### config.mk
export PLATFORM = sky130hd
export DESIGN_NAME = fmpd_front
export DESIGN_NICKNAME = d
export VERILOG_FILES = /design/src/design/fmpd_pkg.sv /design/src/design/fmpd_front.sv
export SDC_FILE = /design/constraint.sdc
export NUM_CORES = 1
export LEC_CHECK = 0
export CORE_MARGIN = 1.5
export CORE_UTILIZATION = 45
export CTS_CLUSTER_DIAMETER = 50
export DETAILED_ROUTE_END_ITERATION = 10
export DONT_BUFFER_PORTS = 1
export PLACE_DENSITY = 0.63
export SLEW_MARGIN = 10
export SYNTH_ARGS = -nofsm -noshare
export SYNTH_HDL_FRONTEND = slang
export SYNTH_SLANG_ARGS = --single-unit
### constraint.sdc
create_clock -name clk_i -period 5.2 [get_ports clk_i]
set_input_delay 0.52 -clock clk_i [delete_from_list [all_inputs] [get_ports clk_i]]
set_output_delay 0.52 -clock clk_i [all_outputs]
set_load 0.03 [all_outputs]
### src/design/fmpd_pkg.sv
// Shared types, constants and the arctangent table for the FM polar discriminator.
// No dependencies; every other design file refers to this package by scoped names.
package fmpd_pkg;

  // vector magnitude is scaled up until its larger component reaches 2^NORM_TOP
  localparam int unsigned NORM_TOP     = 40;
  localparam int unsigned CORDIC_STEPS = 31;
  // datapath widths: x grows by the CORDIC gain, z spans a little over +-pi
  localparam int unsigned XW = NORM_TOP + 4;
  localparam int unsigned ZW = 35;

  // angles in units of pi/2^31
  localparam logic signed [ZW-1:0] HALF_TURN    = ZW'(64'h8000_0000);
  localparam logic signed [ZW-1:0] QUARTER_TURN = ZW'(64'h4000_0000);
  localparam logic signed [XW-1:0] NORM_MIN     = XW'(64'h100_0000_0000);

  typedef struct packed {
    logic                 vld;
    logic                 fixed;   // angle already known, cells pass it through
    logic signed [XW-1:0] x;
    logic signed [XW-1:0] y;
    logic signed [ZW-1:0] z;
  } fmpd_vec_t;

  // atan(2^-k) rounded to pi/2^31 units
  function automatic logic [31:0] atan_unit(input int unsigned k);
    logic [31:0] a;
    case (k)
      0:       a = 32'h2000_0000;
      1:       a = 32'h12E4_051E;
      2:       a = 32'h09FB_385B;
      3:       a = 32'h0511_11D4;
      4:       a = 32'h028B_0D43;
      5:       a = 32'h0145_D7E1;
      6:       a = 32'h00A2_F61E;
      7:       a = 32'h0051_7C55;
      8:       a = 32'h0028_BE53;
      9:       a = 32'h0014_5F2F;
      10:      a = 32'h000A_2F98;
      11:      a = 32'h0005_17CC;
      12:      a = 32'h0002_8BE6;
      13:      a = 32'h0001_45F3;
      14:      a = 32'h0000_A2FA;
      15:      a = 32'h0000_517D;
      16:      a = 32'h0000_28BE;
      17:      a = 32'h0000_145F;
      18:      a = 32'h0000_0A30;
      19:      a = 32'h0000_0518;
      20:      a = 32'h0000_028C;
      21:      a = 32'h0000_0146;
      22:      a = 32'h0000_00A3;
      23:      a = 32'h0000_0051;
      24:      a = 32'h0000_0029;
      25:      a = 32'h0000_0014;
      26:      a = 32'h0000_000A;
      27:      a = 32'h0000_0005;
      28:      a = 32'h0000_0003;
      29:      a = 32'h0000_0001;
      30:      a = 32'h0000_0001;
      default: a = 32'h0000_0000;
    endcase
    return a;
  endfunction

endpackage

### src/design/fmpd_front.sv
// Front end: sample conversion, previous-sample store, conjugate product and
// quadrant pre-rotation. Uses fmpd_pkg.
module fmpd_front #(
  parameter int unsigned SAMPLE_BITS = 8
) (
  input  logic                   clk_i,
  input  logic                   rst_ni,
  input  logic                   adv_i,
  input  logic                   acc_i,
  input  logic [SAMPLE_BITS-1:0] i_raw_i,
  input  logic [SAMPLE_BITS-1:0] q_raw_i,
  input  logic                   start_i,
  input  logic                   cfg_we_i,
  input  logic                   cfg_wdata_i,
  output fmpd_pkg::fmpd_vec_t    out_o
);

  localparam int unsigned SW = SAMPLE_BITS + 1;
  localparam int unsigned MW = 2 * SW;
  localparam int unsigned PW = MW + 1;
  localparam int unsigned XW = fmpd_pkg::XW;
  localparam int unsigned ZW = fmpd_pkg::ZW;

  // offset mode: 2b - (2^N - 1); signed mode: 2b
  function automatic logic signed [SW-1:0] conv(input logic [SAMPLE_BITS-1:0] b,
                                                input logic fmt);
    logic signed [SW-1:0] v;
    if (fmt) begin
      v = {b, 1'b0};
    end else begin
      v = {~b[SAMPLE_BITS-1], b[SAMPLE_BITS-2:0], 1'b1};
    end
    return v;
  endfunction

  logic                 fmt_q;
  logic signed [SW-1:0] prev_i_q, prev_q_q;
  logic                 have_prev_q;
  logic signed [SW-1:0] ci, cq;

  logic                 pa_vld_q;
  logic signed [MW-1:0] ii_q, qq_q, qi_q, iq_q;

  logic                 pb_vld_q;
  logic                 pb_fixed_q, pb_fixed_d;
  logic signed [XW-1:0] pb_x_q, pb_x_d, pb_y_q, pb_y_d;
  logic signed [ZW-1:0] pb_z_q, pb_z_d;

  assign ci = conv(i_raw_i, fmt_q);
  assign cq = conv(q_raw_i, fmt_q);

  always_ff @(posedge clk_i or negedge rst_ni) begin
    if (!rst_ni) begin
      fmt_q       <= 1'b0;
      prev_i_q    <= '0;
      prev_q_q    <= '0;
      have_prev_q <= 1'b0;
      pa_vld_q    <= 1'b0;
      pb_vld_q    <= 1'b0;
    end else begin
      if (cfg_we_i) begin
        fmt_q <= cfg_wdata_i;
      end
      if (acc_i) begin
        prev_i_q    <= ci;
        prev_q_q    <= cq;
        have_prev_q <= 1'b1;
      end
      if (adv_i) begin
        pa_vld_q <= acc_i && !start_i && have_prev_q;
        pb_vld_q <= pa_vld_q;
      end
    end
  end

  always_ff @(posedge clk_i) begin
    if (acc_i) begin
      ii_q <= ci * prev_i_q;
      qq_q <= cq * prev_q_q;
      qi_q <= cq * prev_i_q;
      iq_q <= ci * prev_q_q;
    end
  end

  always_comb begin
    logic signed [PW-1:0] re, im;
    logic signed [XW-1:0] re_x, im_x;
    re   = PW'(ii_q) + PW'(qq_q);
    im   = PW'(qi_q) - PW'(iq_q);
    re_x = XW'(re);
    im_x = XW'(im);
    pb_fixed_d = 1'b0;
    pb_x_d     = re_x;
    pb_y_d     = im_x;
    pb_z_d     = '0;
    if (im == '0) begin
      pb_fixed_d = 1'b1;
      pb_z_d     = (re < 0) ? fmpd_pkg::HALF_TURN : '0;
    end else if (re == '0) begin
      pb_fixed_d = 1'b1;
      pb_z_d     = (im > 0) ? fmpd_pkg::QUARTER_TURN : -fmpd_pkg::QUARTER_TURN;
    end else if (re < 0) begin
      // turn by -pi/2 or +pi/2 into the right half-plane
      if (im > 0) begin
        pb_x_d = im_x;
        pb_y_d = -re_x;
        pb_z_d = fmpd_pkg::QUARTER_TURN;
      end else begin
        pb_x_d = -im_x;
        pb_y_d = re_x;
        pb_z_d = -fmpd_pkg::QUARTER_TURN;
      end
    end
  end

  always_ff @(posedge clk_i) begin
    if (adv_i) begin
      pb_fixed_q <= pb_fixed_d;
      pb_x_q     <= pb_x_d;
      pb_y_q     <= pb_y_d;
      pb_z_q     <= pb_z_d;
    end
  end

  always_comb begin
    out_o.vld   = pb_vld_q;
    out_o.fixed = pb_fixed_q;
    out_o.x     = pb_x_q;
    out_o.y     = pb_y_q;
    out_o.z     = pb_z_q;
  end

endmodule

==> metrics.txt <==
Max-Cap Viols 0; synth top area cells fa_1 27%, edfxtp_1 21%, ha_1 12%; simple-gate portion of the synthesized area 12.8%; Top Ports 148; CTS max path bufs 2; endpoints failing setup 0; Final Hold Fails 0; Die X 218 um; Post-Place Cell Area 0.0223 sq mm; DRT antenna net count 0; Crit. End Element register; metal3 WL 1900 um; Starting Density 45.8%; Die Y 218 um; period utilization 98.9%; final HPWL from detailed placement 39300 um; Worst-path clk slew 0.08 ns; Port-buffer cells 0; Congestion Overflow GR 0; Avg Cell Area, Syn 10.1 sq um; critical path type register to register; initial antenna violation count 0; cts bufs inserted 17; M1 WL 21800 um; Top Metal Used met4; EDFF count, synth 144; area share of the largest cell type after synthesis 26.6%; htree depth 4; largest net degree at the start of global routing 89; number of library cell types mapped by synthesis 72; clk_lat worst skew 0.50 ns; pre-CTS WS -0.153 ns; Core ar. 0.0456 sq mm; Worst EP required 5.46 ns; cell with the most instances after synthesis inv_1; FF+latch count, synth 165; Adder-Cell Fraction of Synth Area 38.3%; Layout area overhead 12.0%; setup TNS 0 ns; Final nets 2619; f_max 194 MHz; DR WL/cell 17.7 um; skew final 0.0143 ns; Clk Tree Root Cell clkbuf_16; mux cell area share after synthesis 1.76%; clock tree sinks 165; main combinational cell family by area after synthesis adder cells; multi-input logic area 0.0147 sq mm; sequential cell area 0.00486 sq mm; Detailed Route Iter0 Violations 803; layout cells sized above 1 14.9%; Least-Margin Pin Slew 1.14 ns; outcome finished, final reports clean; placer congestion estimate 0.850; Via Count 14.4k; Post-Synth XOR/XNOR Area 5.49%; Synth Flop Type edfxtp_1; Post-Syn Area 0.0209 sq mm; most common library cells after synthesis 322 x inv_1, 277 x fa_1, 196 x ha_1; DR DRC count 0; Synth Warn # 0; global-route wire length before repair 77100 um; GRT Total Usage 21.0%; vias in the first global route 14.4k; via/cell ratio 5.27; crit-path max FO 4; Slew HR 23.2%; Post-Synthesis Cells 2064; R2R Setup Slk 0.06 ns; die area 0.0477 sq mm; CTS tree done; Post-synth ARST share 12.7%; fillers 4119; Routed WL 48500 um; DRT Pass-1 Iters 5; Synth Area in Compound Gates 9.14%; n_diodes 0; Hold Crit Class primary input to register; register area share after synthesis 23.2%; crit path time final 5.14 ns; Final Instance Area 0.0234 sq mm; met2 wire len 23600 um; hold_ws 0.128 ns; Final WS setup 0.0573 ns; worst path arrival time 5.40 ns; CP Launch Type register; Final Max Tran Viols 0; Yosys top cell by area fa_1; unrepaired setup endpoints after global routing yes; row cnt 78
[kinds of logic (layout without fill, tap and decap cells)]
logic type	count (synthesis)	in the layout
xor+xnor	131	131
simple gates	524	524
compound gates	279	279
mux	34	34
fa+ha+maj	473	473
other cells	1	32
flops	165	165
buf+inv	457	498
[state kept, by name, indices dropped and copies added, names as in the netlist]
signal       flops
pb_vld_q         1
iq_q            17
have_prev_q      1
fmt_q            1
pb_y_q          28
prev_q_q         8
pb_z_q           3
qi_q            17
qq_q            17
ii_q            18
pb_fixed_q       1
pa_vld_q         1
prev_i_q         9
pb_x_q          43
[worst max-delay path: stages, from the launching register on]
cell,delay [ns]
dfrtp_2,0.50
xnor2_4,0.22
nand2_4,0.10
fa_1,0.54
inv_1,0.05
fa_1,0.51
fa_1,0.45
fa_1,0.57
fa_1,0.45
ha_4,0.25
a21oi_4,0.13
o21bai_1,0.09
a21oi_2,0.24
nor2b_2,0.08
o2111ai_2,0.17
nand3_2,0.10
o41a_1,0.33
xnor2_1,0.13
[stage by stage]
step | utilization [%] | std cells
final | 51.3 | 2736
after global routing | 51.3 | 2736
after CTS | 50.5 | 2732
after detailed placement | 48.9 | 2697
after global placement | 48.9 | 2697
after floorplan | - | 2095
[timing repair]
| action | 4_1_cts | 5_1_grt |
|---|---|---|
| pin swaps | 4 | 20 |
| resized for setup | 11 | 59 |
| hold endpoints to repair | 21 | 0 |
| cloned | 0 | 0 |
| setup endpoints to repair | 7 | 15 |
| buffers inserted | 1 | 4 |
| hold buffers | 2 | 0 |
[layout by cell type, fill, tap and decap left out, types with 39 or more instances in the layout]
| cell | instances |
|---|---|
| xnor2_1 | 102 |
| nor2b_1 | 44 |
| and2_1 | 114 |
| o21ai_0 | 39 |
| buf_4 | 130 |
| nand2_1 | 175 |
| ha_1 | 172 |
| nor2_1 | 74 |
| edfxtp_1 | 144 |
| inv_1 | 318 |
| a21oi_1 | 51 |
| fa_1 | 270 |
[path summary, 6_finish.rpt]
check	cells after the start	end	startpoint
max	17	qq_q[17]	fmt_q
min	0	pb_x_q[35]	adv_i
max reg2reg	17	qq_q[17]	fmt_q
min reg2reg	1	have_prev_q	have_prev_q
max in group asynchronous	2	fmt_q	rst_ni
min in group asynchronous	2	prev_i_q[3]	rst_ni
[layer usage]
metal	GRT usage (%)	up-vias
met5	0	-
met4	7.66	0
met3	2.95	51
met2	34.9	329
met1	27.9	7262
li1	-	6786
[area by class of cell]
class / instances / share of cell area [%]
Sequential cell: 165 / 20.8
Inverter: 322 / 5.17
Clock buffer: 17 / 1.82
Tap cell: 600 / 3.21
Timing Repair Buffer: 144 / 5.18
Clock inverter: 15 / 0.910
Multi-Input combinational cell: 1473 / 62.9
Power is not shown: default switching activity piles up to over one toggle a cycle in this logic, so the estimate is an artifact.
