[src/design/fmpd_pkg.sv]
// Shared types, constants and the arctangent table for the FM polar discriminator.
// No dependencies; every other design file refers to this package by scoped names.
package fmpd_pkg;

  // vector magnitude is scaled up until its larger component reaches 2^NORM_TOP
  localparam int unsigned NORM_TOP     = 40;
  localparam int unsigned CORDIC_STEPS = 31;
  // datapath widths: x grows by the CORDIC gain, z spans a little over +-pi
  localparam int unsigned XW = NORM_TOP + 4;
  localparam int unsigned ZW = 35;

  // angles in units of pi/2^31
  localparam logic signed [ZW-1:0] HALF_TURN    = ZW'(64'h8000_0000);
  localparam logic signed [ZW-1:0] QUARTER_TURN = ZW'(64'h4000_0000);
  localparam logic signed [XW-1:0] NORM_MIN     = XW'(64'h100_0000_0000);

  typedef struct packed {
    logic                 vld;
    logic                 fixed;   // angle already known, cells pass it through
    logic signed [XW-1:0] x;
    logic signed [XW-1:0] y;
    logic signed [ZW-1:0] z;
  } fmpd_vec_t;

  // atan(2^-k) rounded to pi/2^31 units
  function automatic logic [31:0] atan_unit(input int unsigned k);
    logic [31:0] a;
    case (k)
      0:       a = 32'h2000_0000;
      1:       a = 32'h12E4_051E;
      2:       a = 32'h09FB_385B;
      3:       a = 32'h0511_11D4;
      4:       a = 32'h028B_0D43;
      5:       a = 32'h0145_D7E1;
      6:       a = 32'h00A2_F61E;
      7:       a = 32'h0051_7C55;
      8:       a = 32'h0028_BE53;
      9:       a = 32'h0014_5F2F;
      10:      a = 32'h000A_2F98;
      11:      a = 32'h0005_17CC;
      12:      a = 32'h0002_8BE6;
      13:      a = 32'h0001_45F3;
      14:      a = 32'h0000_A2FA;
      15:      a = 32'h0000_517D;
      16:      a = 32'h0000_28BE;
      17:      a = 32'h0000_145F;
      18:      a = 32'h0000_0A30;
      19:      a = 32'h0000_0518;
      20:      a = 32'h0000_028C;
      21:      a = 32'h0000_0146;
      22:      a = 32'h0000_00A3;
      23:      a = 32'h0000_0051;
      24:      a = 32'h0000_0029;
      25:      a = 32'h0000_0014;
      26:      a = 32'h0000_000A;
      27:      a = 32'h0000_0005;
      28:      a = 32'h0000_0003;
      29:      a = 32'h0000_0001;
      30:      a = 32'h0000_0001;
      default: a = 32'h0000_0000;
    endcase
    return a;
  endfunction

endpackage

[src/design/fmpd_cordic_cell.sv]
// One vectoring CORDIC step with its pipeline register.
// Step index selects the shift and the arctangent entry from fmpd_pkg.
module fmpd_cordic_cell #(
  parameter int unsigned STEP = 0
) (
  input  logic                clk_i,
  input  logic                rst_ni,
  input  logic                adv_i,
  input  fmpd_pkg::fmpd_vec_t in_i,
  output fmpd_pkg::fmpd_vec_t out_o
);

  localparam int unsigned ZW = fmpd_pkg::ZW;
  localparam logic signed [ZW-1:0] DZ = $signed(ZW'(fmpd_pkg::atan_unit(STEP)));

  logic                vld_q;
  fmpd_pkg::fmpd_vec_t nxt, vec_q;

  // arithmetic shifts give the floor the angle table was built against
  always_comb begin
    nxt = in_i;
    if (!in_i.fixed) begin
      if (in_i.y > 0) begin
        nxt.x = in_i.x + (in_i.y >>> STEP);
        nxt.y = in_i.y - (in_i.x >>> STEP);
        nxt.z = in_i.z + DZ;
      end else begin
        nxt.x = in_i.x - (in_i.y >>> STEP);
        nxt.y = in_i.y + (in_i.x >>> STEP);
        nxt.z = in_i.z - DZ;
      end
    end
  end

  always_ff @(posedge clk_i or negedge rst_ni) begin
    if (!rst_ni) begin
      vld_q <= 1'b0;
    end else if (adv_i) begin
      vld_q <= in_i.vld;
    end
  end

  always_ff @(posedge clk_i) begin
    if (adv_i) begin
      vec_q <= nxt;
    end
  end

  always_comb begin
    out_o     = vec_q;
    out_o.vld = vld_q;
  end

endmodule
[config.mk]
export PLATFORM = sky130hd
export DESIGN_NAME = fmpd_cordic_cell
export DESIGN_NICKNAME = d
export VERILOG_FILES = /design/src/design/fmpd_pkg.sv /design/src/design/fmpd_cordic_cell.sv
export SDC_FILE = /design/constraint.sdc
export NUM_CORES = 1
export LEC_CHECK = 0
export BUFFER_PORTS_ARGS = -buffer_cell sky130_fd_sc_hd__buf_2
export CORE_MARGIN = 4
export CORE_UTILIZATION = 58
export DETAILED_ROUTE_END_ITERATION = 16
export PLACE_DENSITY = 0.83
export SLEW_MARGIN = 20
export SYNTH_ARGS = -nofsm -noshare
export SYNTH_HDL_FRONTEND = slang
export SYNTH_SLANG_ARGS = --single-unit
[constraint.sdc]
create_clock -name clk_i -period 1.2 [get_ports clk_i]
set_clock_uncertainty 0.2 [all_clocks]
set_input_delay 0.3 -clock clk_i [delete_from_list [all_inputs] [get_ports clk_i]]
set_output_delay 0.3 -clock clk_i [all_outputs]
set_load 0.02 [all_outputs]
==> flow_summary.json, run 1 <==
{
  "dp_hpwl_um": 46540,
  "synth_edf_count": 124,
  "initial_core_util": 0.5945,
  "cts-hold-fix-buffers": 35,
  "outcome": "aborted with a tool error",
  "fp.dieH_um": 158.3,
  "synthFlopType": "edfxtp_1",
  "rows": 54,
  "syn-num-nets": 1903,
  "io_pins": 253,
  "synth_area_leader_cell": "edfxtp_1",
  "yosysWarningCount": 0,
  "cts_root_buffer": "clkbuf_16",
  "yosys.area.top_type_share": 0.2844,
  "cts_sinks": 125,
  "ys_seq_area_frac": 0.2863,
  "syn-cell-area_sq_um": 13090,
  "syn_inst": 1622,
  "synth.ff_latch_count": 125,
  "failed_stage": "clock tree synthesis (4_1_cts)",
  "syn_avg_cell_area_sq_um": 8.073,
  "portBuffers": 252,
  "synthArstFlopShare": 0.008000,
  "ctsResizeCount": 530,
  "cts_setup_buffers": 87,
  "cts_buffers": 17,
  "yosys-top-cells-area": "edfxtp_1 (28%), ha_1 (14%), a21oi_1 (7.7%)",
  "htreeDepth": 4,
  "die_x_um": 158.3,
  "tool.error": "[ERROR DPL-0038] Utilization greater than 100%, impossible to legalize",
  "clockBufferDepth": 2,
  "synth_cell_types": 81,
  "dp_slack_ns": -2.586,
  "finalWeightedCongestion": 1.055
}
-- synthesized netlist by cell type (all sizes together) (18+ instances only) --
cell,count
a21oi,201
o21ai,159
nand2,154
ha,149
nor2,135
inv,129
edfxtp,124
xnor2,76
clkbuf,51
nor3,42
buf,32
o21bai,29
mux2i,28
a21o,24
nor4,24
nand3,21
a31oi,18
-- kinds of logic after synthesis --
family | synth area share
flops | 0.2863
fa+ha+maj | 0.1485
mux | 0.02484
buf+inv | 0.06459
xor+xnor | 0.05552
simple gates | 0.1624
compound gates | 0.2579
-- through the flow --
step                cells  area, sq um
floorplan            1622        14080
detailed placement   2639        19480
global placement     2639        19480
==> run 2, diff against run 1 <==
--- a/config.mk
+++ b/config.mk
@@ -7,9 +7,9 @@
 export LEC_CHECK = 0
 export BUFFER_PORTS_ARGS = -buffer_cell sky130_fd_sc_hd__buf_2
 export CORE_MARGIN = 4
-export CORE_UTILIZATION = 58
+export CORE_UTILIZATION = 40
 export DETAILED_ROUTE_END_ITERATION = 16
-export PLACE_DENSITY = 0.83
+export PLACE_DENSITY_LB_ADDON = 0.15
 export SLEW_MARGIN = 20
 export SYNTH_ARGS = -nofsm -noshare
 export SYNTH_HDL_FRONTEND = slang
==> run 2 against run 1 <==
The flow now finishes, with violations (setup timing). Area after synthesis is the same. Synthesized cell count is the same.
==> flow_summary.json, run 2 <==
{
  "tightest_slew_ns": 0.7825,
  "fin_crit_ns": 3.248,
  "p_sw_frac": 0.3883,
  "ff_latch_area_sq_um": 3749,
  "ys_top_cells_by_count": "a21oi_1 (201), nand2_1 (154), ha_1 (149), o21ai_0 (149), nor2_1 (135)",
  "clock_latency_ns": 0.46,
  "final_cell_mix": "buf_4 (607), buf_2 (151), buf_6 (146), nand2_1 (131), a21oi_1 (128)",
  "fmax_mhz": 307.9,
  "fin_tns_setup_ns": -196.75,
  "io_pins": 253,
  "via_count": 16291,
  "synth.most_common_cell": "a21oi_1",
  "slowest_stage": "fa_2",
  "fp.dieH_um": 188.9,
  "largest_reg_flops": 124,
  "hold_class": "input pin to flip-flop",
  "drt_iter0_drc": 1197,
  "p_switching_mw": 9.024,
  "cts.clk_slew.worst_paths_ns": 0.07,
  "area_growth_pct": 89.76,
  "rsz0062_at_grt": "true",
  "top_layer_used": "met4",
  "synthFlopType": "edfxtp_1",
  "p_seq_frac": 0.243,
  "multi_input_area_sq_um": 11080,
  "hold_slack_ns": 0.01741,
  "crit_path_end_kind": "flip-flop",
  "cts_root_buffer": "clkbuf_16",
  "diodes": 0,
  "first_global_vias": 16645,
  "antenna_found_initial": 0,
  "antenna_left": 0,
  "gr-usage-all-layers": 0.3310,
  "coreArea_sq_um": 31960,
  "placedCellCount": 2838,
  "dr_wl_met2_um": 29830,
  "critical_path_arrival_ns": 3.24,
  "required_ns": 1.19,
  "cts_sinks": 125,
  "cap_viol_max_count": 0,
  "crit_path_max_fanout": 3,
  "rows": 65,
  "finalMaxSlewViolations": 0,
  "clockBufferDepth": 2,
  "powerDensity_nw_per_um2": 935.5,
  "hold_violations": 0,
  "finalWeightedCongestion": 0.9873,
  "wl_met3_um": 3908,
  "final_common_cell": "buf_4",
  "yosysWarningCount": 0,
  "combPwrFrac": 0.535,
  "portBuffers": 252,
  "crit_family": "compound AO/OA/AOI/OAI gates",
  "dr.pass1.iters": 8,
  "crit_chain": "buf_8 -> clkinvlp_4 -> fa_2 -> o21ba_4 -> nor4_4 -> o311a_4 -> buf_6 -> nor2_4 -> a21o_1 -> buf_6 -> o41ai_4 -> a21o_1 -> buf_4 -> buf_6 -> o21ai_2 -> xnor2_1 -> o21ai_1",
  "syn-num-nets": 1903,
  "viasPerCell": 5.430,
  "final_cells": 3000,
  "syn-cell-area_sq_um": 13090,
  "setup_slack_ns": -2.048,
  "avgRoutedWirePerCell_um": 20.96,
  "cts_tree": "yes",
  "synth_cell_types": 81,
  "postPlaceCellArea_sq_um": 19920,
  "setup_viol": 216,
  "violations": "setup timing",
  "synthArstFlopShare": 0.008000,
  "slew_headroom": 0.4728,
  "period_share": 2.706,
  "cp_common_cell": "buf_6",
  "drc": 0,
  "power.internal_mw": 14.22,
  "syn_avg_cell_area_sq_um": 8.073,
  "crit_type": "input pin to flip-flop",
  "grt_max_degree": 62,
  "wirelength_um": 62890,
  "outcome": "complete, but fails checks",
  "ir_worst_vdd_mv": 1.014,
  "die_x_um": 188.9,
  "pwr-share-clk": 0.222,
  "path_buf_inv": 6,
  "synth.ff_latch_count": 125,
  "start_kind": "input pin",
  "grt_pass1_wl_um": 93080,
  "yosys.area.top_type_share": 0.2844,
  "dieArea_sq_um": 35690,
  "slowest_delay_ns": 0.43,
  "ys_seq_area_frac": 0.2863,
  "htreeDepth": 4,
  "wl_met1_um": 26910,
  "fin_nets": 2833,
  "initial_core_util": 0.4097,
  "synth_edf_count": 124,
  "cts_buffers": 17,
  "dp_hpwl_um": 47090,
  "stdcell_area_sq_um": 24850,
  "power.total_mw": 23.24,
  "fillers": 2188,
  "synth_area_leader_cell": "edfxtp_1",
  "drive_gt1_frac": 0.5298,
  "leakage_nw": 11.15,
  "yosys-top-cells-area": "edfxtp_1 (28%), ha_1 (14%), a21oi_1 (7.7%)",
  "syn_inst": 1622,
  "globalRouteOverflowTotal": 0
}
-- run 2: cell type report --
type                            instances  share of cell area
Sequential cell                       125              0.1509
Timing Repair Buffer                  994              0.3369
Clock buffer                           17             0.01712
Multi-Input combinational cell       1284              0.4459
Clock inverter                         15            0.005741
Inverter                              130             0.02160
Tap cell                              435             0.02191
-- run 2: final timing paths --
check | startpoint | end | slack (ns) | cells after the start
hold / removal | in_i[86] | out_o[86] | 0.02 | 3
setup reg to reg | vld_q | vld_q | 0.24 | 1
setup / recovery | in_i[36] | out_o[103] | -2.05 | 17
min in group asynchronous | rst_ni | vld_q | 0.51 | 3
hold reg to reg | vld_q | vld_q | 0.34 | 1
max in group asynchronous | rst_ni | vld_q | 0.19 | 3
-- run 2: cells by family (layout without fill, tap and decap cells) --
family / count (synthesis) / in the layout / synth area share
multiplexers: 32 / 32 / 0.02484
flip-flops: 125 / 125 / 0.2863
buffers and inverters: 213 / 1156 / 0.06459
adder cells (fa/ha/maj): 153 / 153 / 0.1485
XOR/XNOR: 83 / 83 / 0.05552
AND/OR/NAND/NOR: 461 / 461 / 0.1624
AO/OA/AOI/OAI: 555 / 555 / 0.2579
-- run 2: routing by layer --
layer / track usage / vias to the layer above
met5: 0 / -
met4: 0.1214 / 0
met3: 0.04996 / 113
met2: 0.5502 / 646
met1: 0.4385 / 7831
li1: - / 7701
-- run 2: power by group through the flow --
stage	Combinational [mW]	Sequential [mW]	Clock (mW)
after global placement	9.52	5.64	0
final	12.4	5.66	5.15
after CTS	11.2	5.60	5.20
after global routing	13.1	5.71	5.41
after floorplan	4.28	6.33	0
after detailed placement	9.59	5.64	0
-- run 2: timing repair --
| item | in CTS | in global routing |
|---|---|---|
| setup buffers | 47 | 49 |
| gates resized for setup | 424 | 312 |
| hold buffers | 40 | 0 |
| gates cloned | 14 | 0 |
| hold endpoints to repair | 39 | 0 |
| pin swaps | 133 | 175 |
| setup endpoints to repair | 216 | 216 |
-- run 2: stage by stage --
step	worst slack [ns]	util
floorplan	-2.071	-
global placement	-2.763	0.6231
detailed placement	-2.723	0.6231
CTS	-2.004	0.7299
global route	-2.143	0.7774
finish	-2.048	0.7774
-- run 2: tightest hold or removal path: stages --
cell	delay [ns]
buf_8	0.08
inv_1	0.05
a21oi_1	0.12
Power figures use the tool's default switching activity.
==> run 3, diff against run 2 <==
--- a/config.mk
+++ b/config.mk
@@ -9,6 +9,7 @@
 export CORE_MARGIN = 4
 export CORE_UTILIZATION = 40
 export DETAILED_ROUTE_END_ITERATION = 16
+export HOLD_SLACK_MARGIN = 0.15
 export PLACE_DENSITY_LB_ADDON = 0.15
 export SLEW_MARGIN = 20
 export SYNTH_ARGS = -nofsm -noshare
==> run 3 against run 2 <==
The flow still finishes with violations (setup timing). Global-route usage increased by 0.33 points. Highest routed layer unchanged. Largest power group unchanged. Utilization increased by 0.22 points. First-iteration DRC count increased by 3.3%.
==> flow_summary.json, run 3 (synthesis gave the netlist of run 2 again) <==
{
  "wl_met3_um": 4301,
  "period_share": 2.747,
  "htreeDepth": 4,
  "initial_core_util": 0.4097,
  "drt_iter0_drc": 1237,
  "antenna_left": 0,
  "min_path_cells": 4,
  "p_switching_mw": 9.037,
  "drive_gt1_frac": 0.5203,
  "fmax_mhz": 303.4,
  "crit_chain": "buf_8 -> clkinvlp_4 -> buf_4 -> ha_4 -> nand2b_1 -> a221oi_2 -> o21bai_1 -> a31o_2 -> o21ai_2 -> buf_6 -> nand4_1 -> a31oi_4 -> buf_6 -> buf_6 -> nor3_1 -> a21oi_1 -> xnor2_1 -> mux2i_1",
  "via_count": 16496,
  "power.internal_mw": 14.20,
  "gr-usage-all-layers": 0.3343,
  "rsz0062_at_grt": "true",
  "r2r_slack_ns": 0.24,
  "p_seq_frac": 0.243,
  "grt_max_degree": 62,
  "setup_viol": 216,
  "coreArea_sq_um": 31960,
  "cap_viol_max_count": 0,
  "clockBufferDepth": 2,
  "setup_slack_ns": -2.096,
  "crit_path_end_kind": "flip-flop",
  "leakage_nw": 11.19,
  "p_sw_frac": 0.3889,
  "cts_tree": "yes",
  "hold_slack_ns": 0.05186,
  "dp_slack_ns": -2.723,
  "ir_worst_vdd_mv": 1.027,
  "slowest_delay_ns": 0.33,
  "hold_class": "input pin to flip-flop",
  "path_buf_inv": 6,
  "rows": 65,
  "avgRoutedWirePerCell_um": 21.06,
  "wirelength_um": 63600,
  "postPlaceCellArea_sq_um": 19920,
  "fin_tns_setup_ns": -196.25,
  "final_cells": 3020,
  "viasPerCell": 5.462,
  "slew_headroom": 0.4878,
  "finalWeightedCongestion": 0.9873,
  "dieArea_sq_um": 35690,
  "cp_common_cell": "buf_6",
  "crit_family": "compound AO/OA/AOI/OAI gates",
  "io_pins": 253,
  "min-delay-start": "in_i[50]",
  "crit_type": "input pin to flip-flop",
  "placedCellCount": 2838,
  "area_growth_pct": 90.28,
  "final_cell_mix": "buf_4 (608), buf_2 (150), buf_6 (139), nand2_1 (134), a21oi_1 (130)",
  "globalRouteOverflowTotal": 0,
  "powerDensity_nw_per_um2": 932.8,
  "stdcell_area_sq_um": 24920,
  "diodes": 0,
  "portBuffers": 252,
  "cts.clk_slew.worst_paths_ns": 0.07,
  "finalMaxSlewViolations": 0,
  "top_layer_used": "met4",
  "tightest_slew_ns": 0.7603,
  "first_global_vias": 16877,
  "fin_nets": 2853,
  "largest_reg_flops": 124,
  "combPwrFrac": 0.534,
  "cts_root_buffer": "clkbuf_16",
  "power.total_mw": 23.24,
  "start_kind": "input pin",
  "wl_met1_um": 26610,
  "pwr-share-clk": 0.223,
  "crit_path_max_fanout": 3,
  "outcome": "complete, but fails checks",
  "slowest_stage": "a31oi_4",
  "grt_pass1_wl_um": 94140,
  "r2r_start": "vld_q",
  "dr_wl_met2_um": 30500,
  "critical_path_arrival_ns": 3.29,
  "dp_hpwl_um": 47090,
  "dr.pass1.iters": 5,
  "r2r_end": "vld_q",
  "fin_crit_ns": 3.296,
  "hold_violations": 0,
  "die_x_um": 188.9,
  "rr_worst_depth": 1,
  "hold_path_end": "out_o[50]",
  "final_common_cell": "buf_4",
  "fp.dieH_um": 188.9,
  "cts_sinks": 125,
  "final_util": 0.7795,
  "clock_latency_ns": 0.46,
  "fillers": 2137,
  "cts_buffers": 17,
  "required_ns": 1.19,
  "violations": "setup timing",
  "antenna_found_initial": 0,
  "drc": 0
}
-- run 3: cell types whose count changed in the layout (fill, tap and decap cells not counted), sizes merged --
cell          before  now
dlymetal6s2s       0    1
buf              954  944
clkbuf            17   18
dlymetal6s4s       0    1
dlygate4sd3       40   67
-- run 3: layout make-up --
cell class              instances  area (sq um)  area share
multi-input cells            1284         11000      0.4415
repair buffers               1014          8512      0.3416
flip-flops and latches        125          3749      0.1505
well taps                     435         544.3     0.02185
inverters                     130         541.8     0.02174
clock buffers                  17         425.4     0.01707
clock inverters                15         142.6    0.005725
-- run 3: routing by layer --
layer | track usage | up-vias
met5 | 0 | -
met2 | 0.5592 | 690
met1 | 0.4357 | 7946
li1 | - | 7731
met4 | 0.1219 | 0
met3 | 0.05789 | 129
-- run 3: how the worst max path moves through the flow --
stage / from / end / slack, ns / depth (start not counted)
after floorplan: in_i[36] / out_o[75] / -2.07 / 13
after global placement: in_i[46] / out_o[34] / -2.76 / 17
after detailed placement: in_i[48] / out_o[34] / -2.72 / 17
after CTS: in_i[36] / out_o[75] / -2.00 / 14
after global routing: in_i[36] / out_o[112] / -2.14 / 18
final: in_i[36] / out_o[112] / -2.10 / 18
-- run 3: power groups by stage --
stage                     Sequential (mW)  Clock [mW]  Combinational, mW
after CTS                            5.60        5.20               11.2
final                                5.66        5.17               12.4
after detailed placement             5.64           0               9.59
after floorplan                      6.33           0               4.28
after global placement               5.64           0               9.52
after global routing                 5.70        5.44               13.1
-- run 3: repair_timing --
action	in CTS	in global routing
hold buffers	67	1
hold endpoints to repair	102	28
gates cloned	14	0
endpoints found under the setup margin	216	217
pin swaps	133	140
gates resized for setup	424	299
setup buffers	47	42
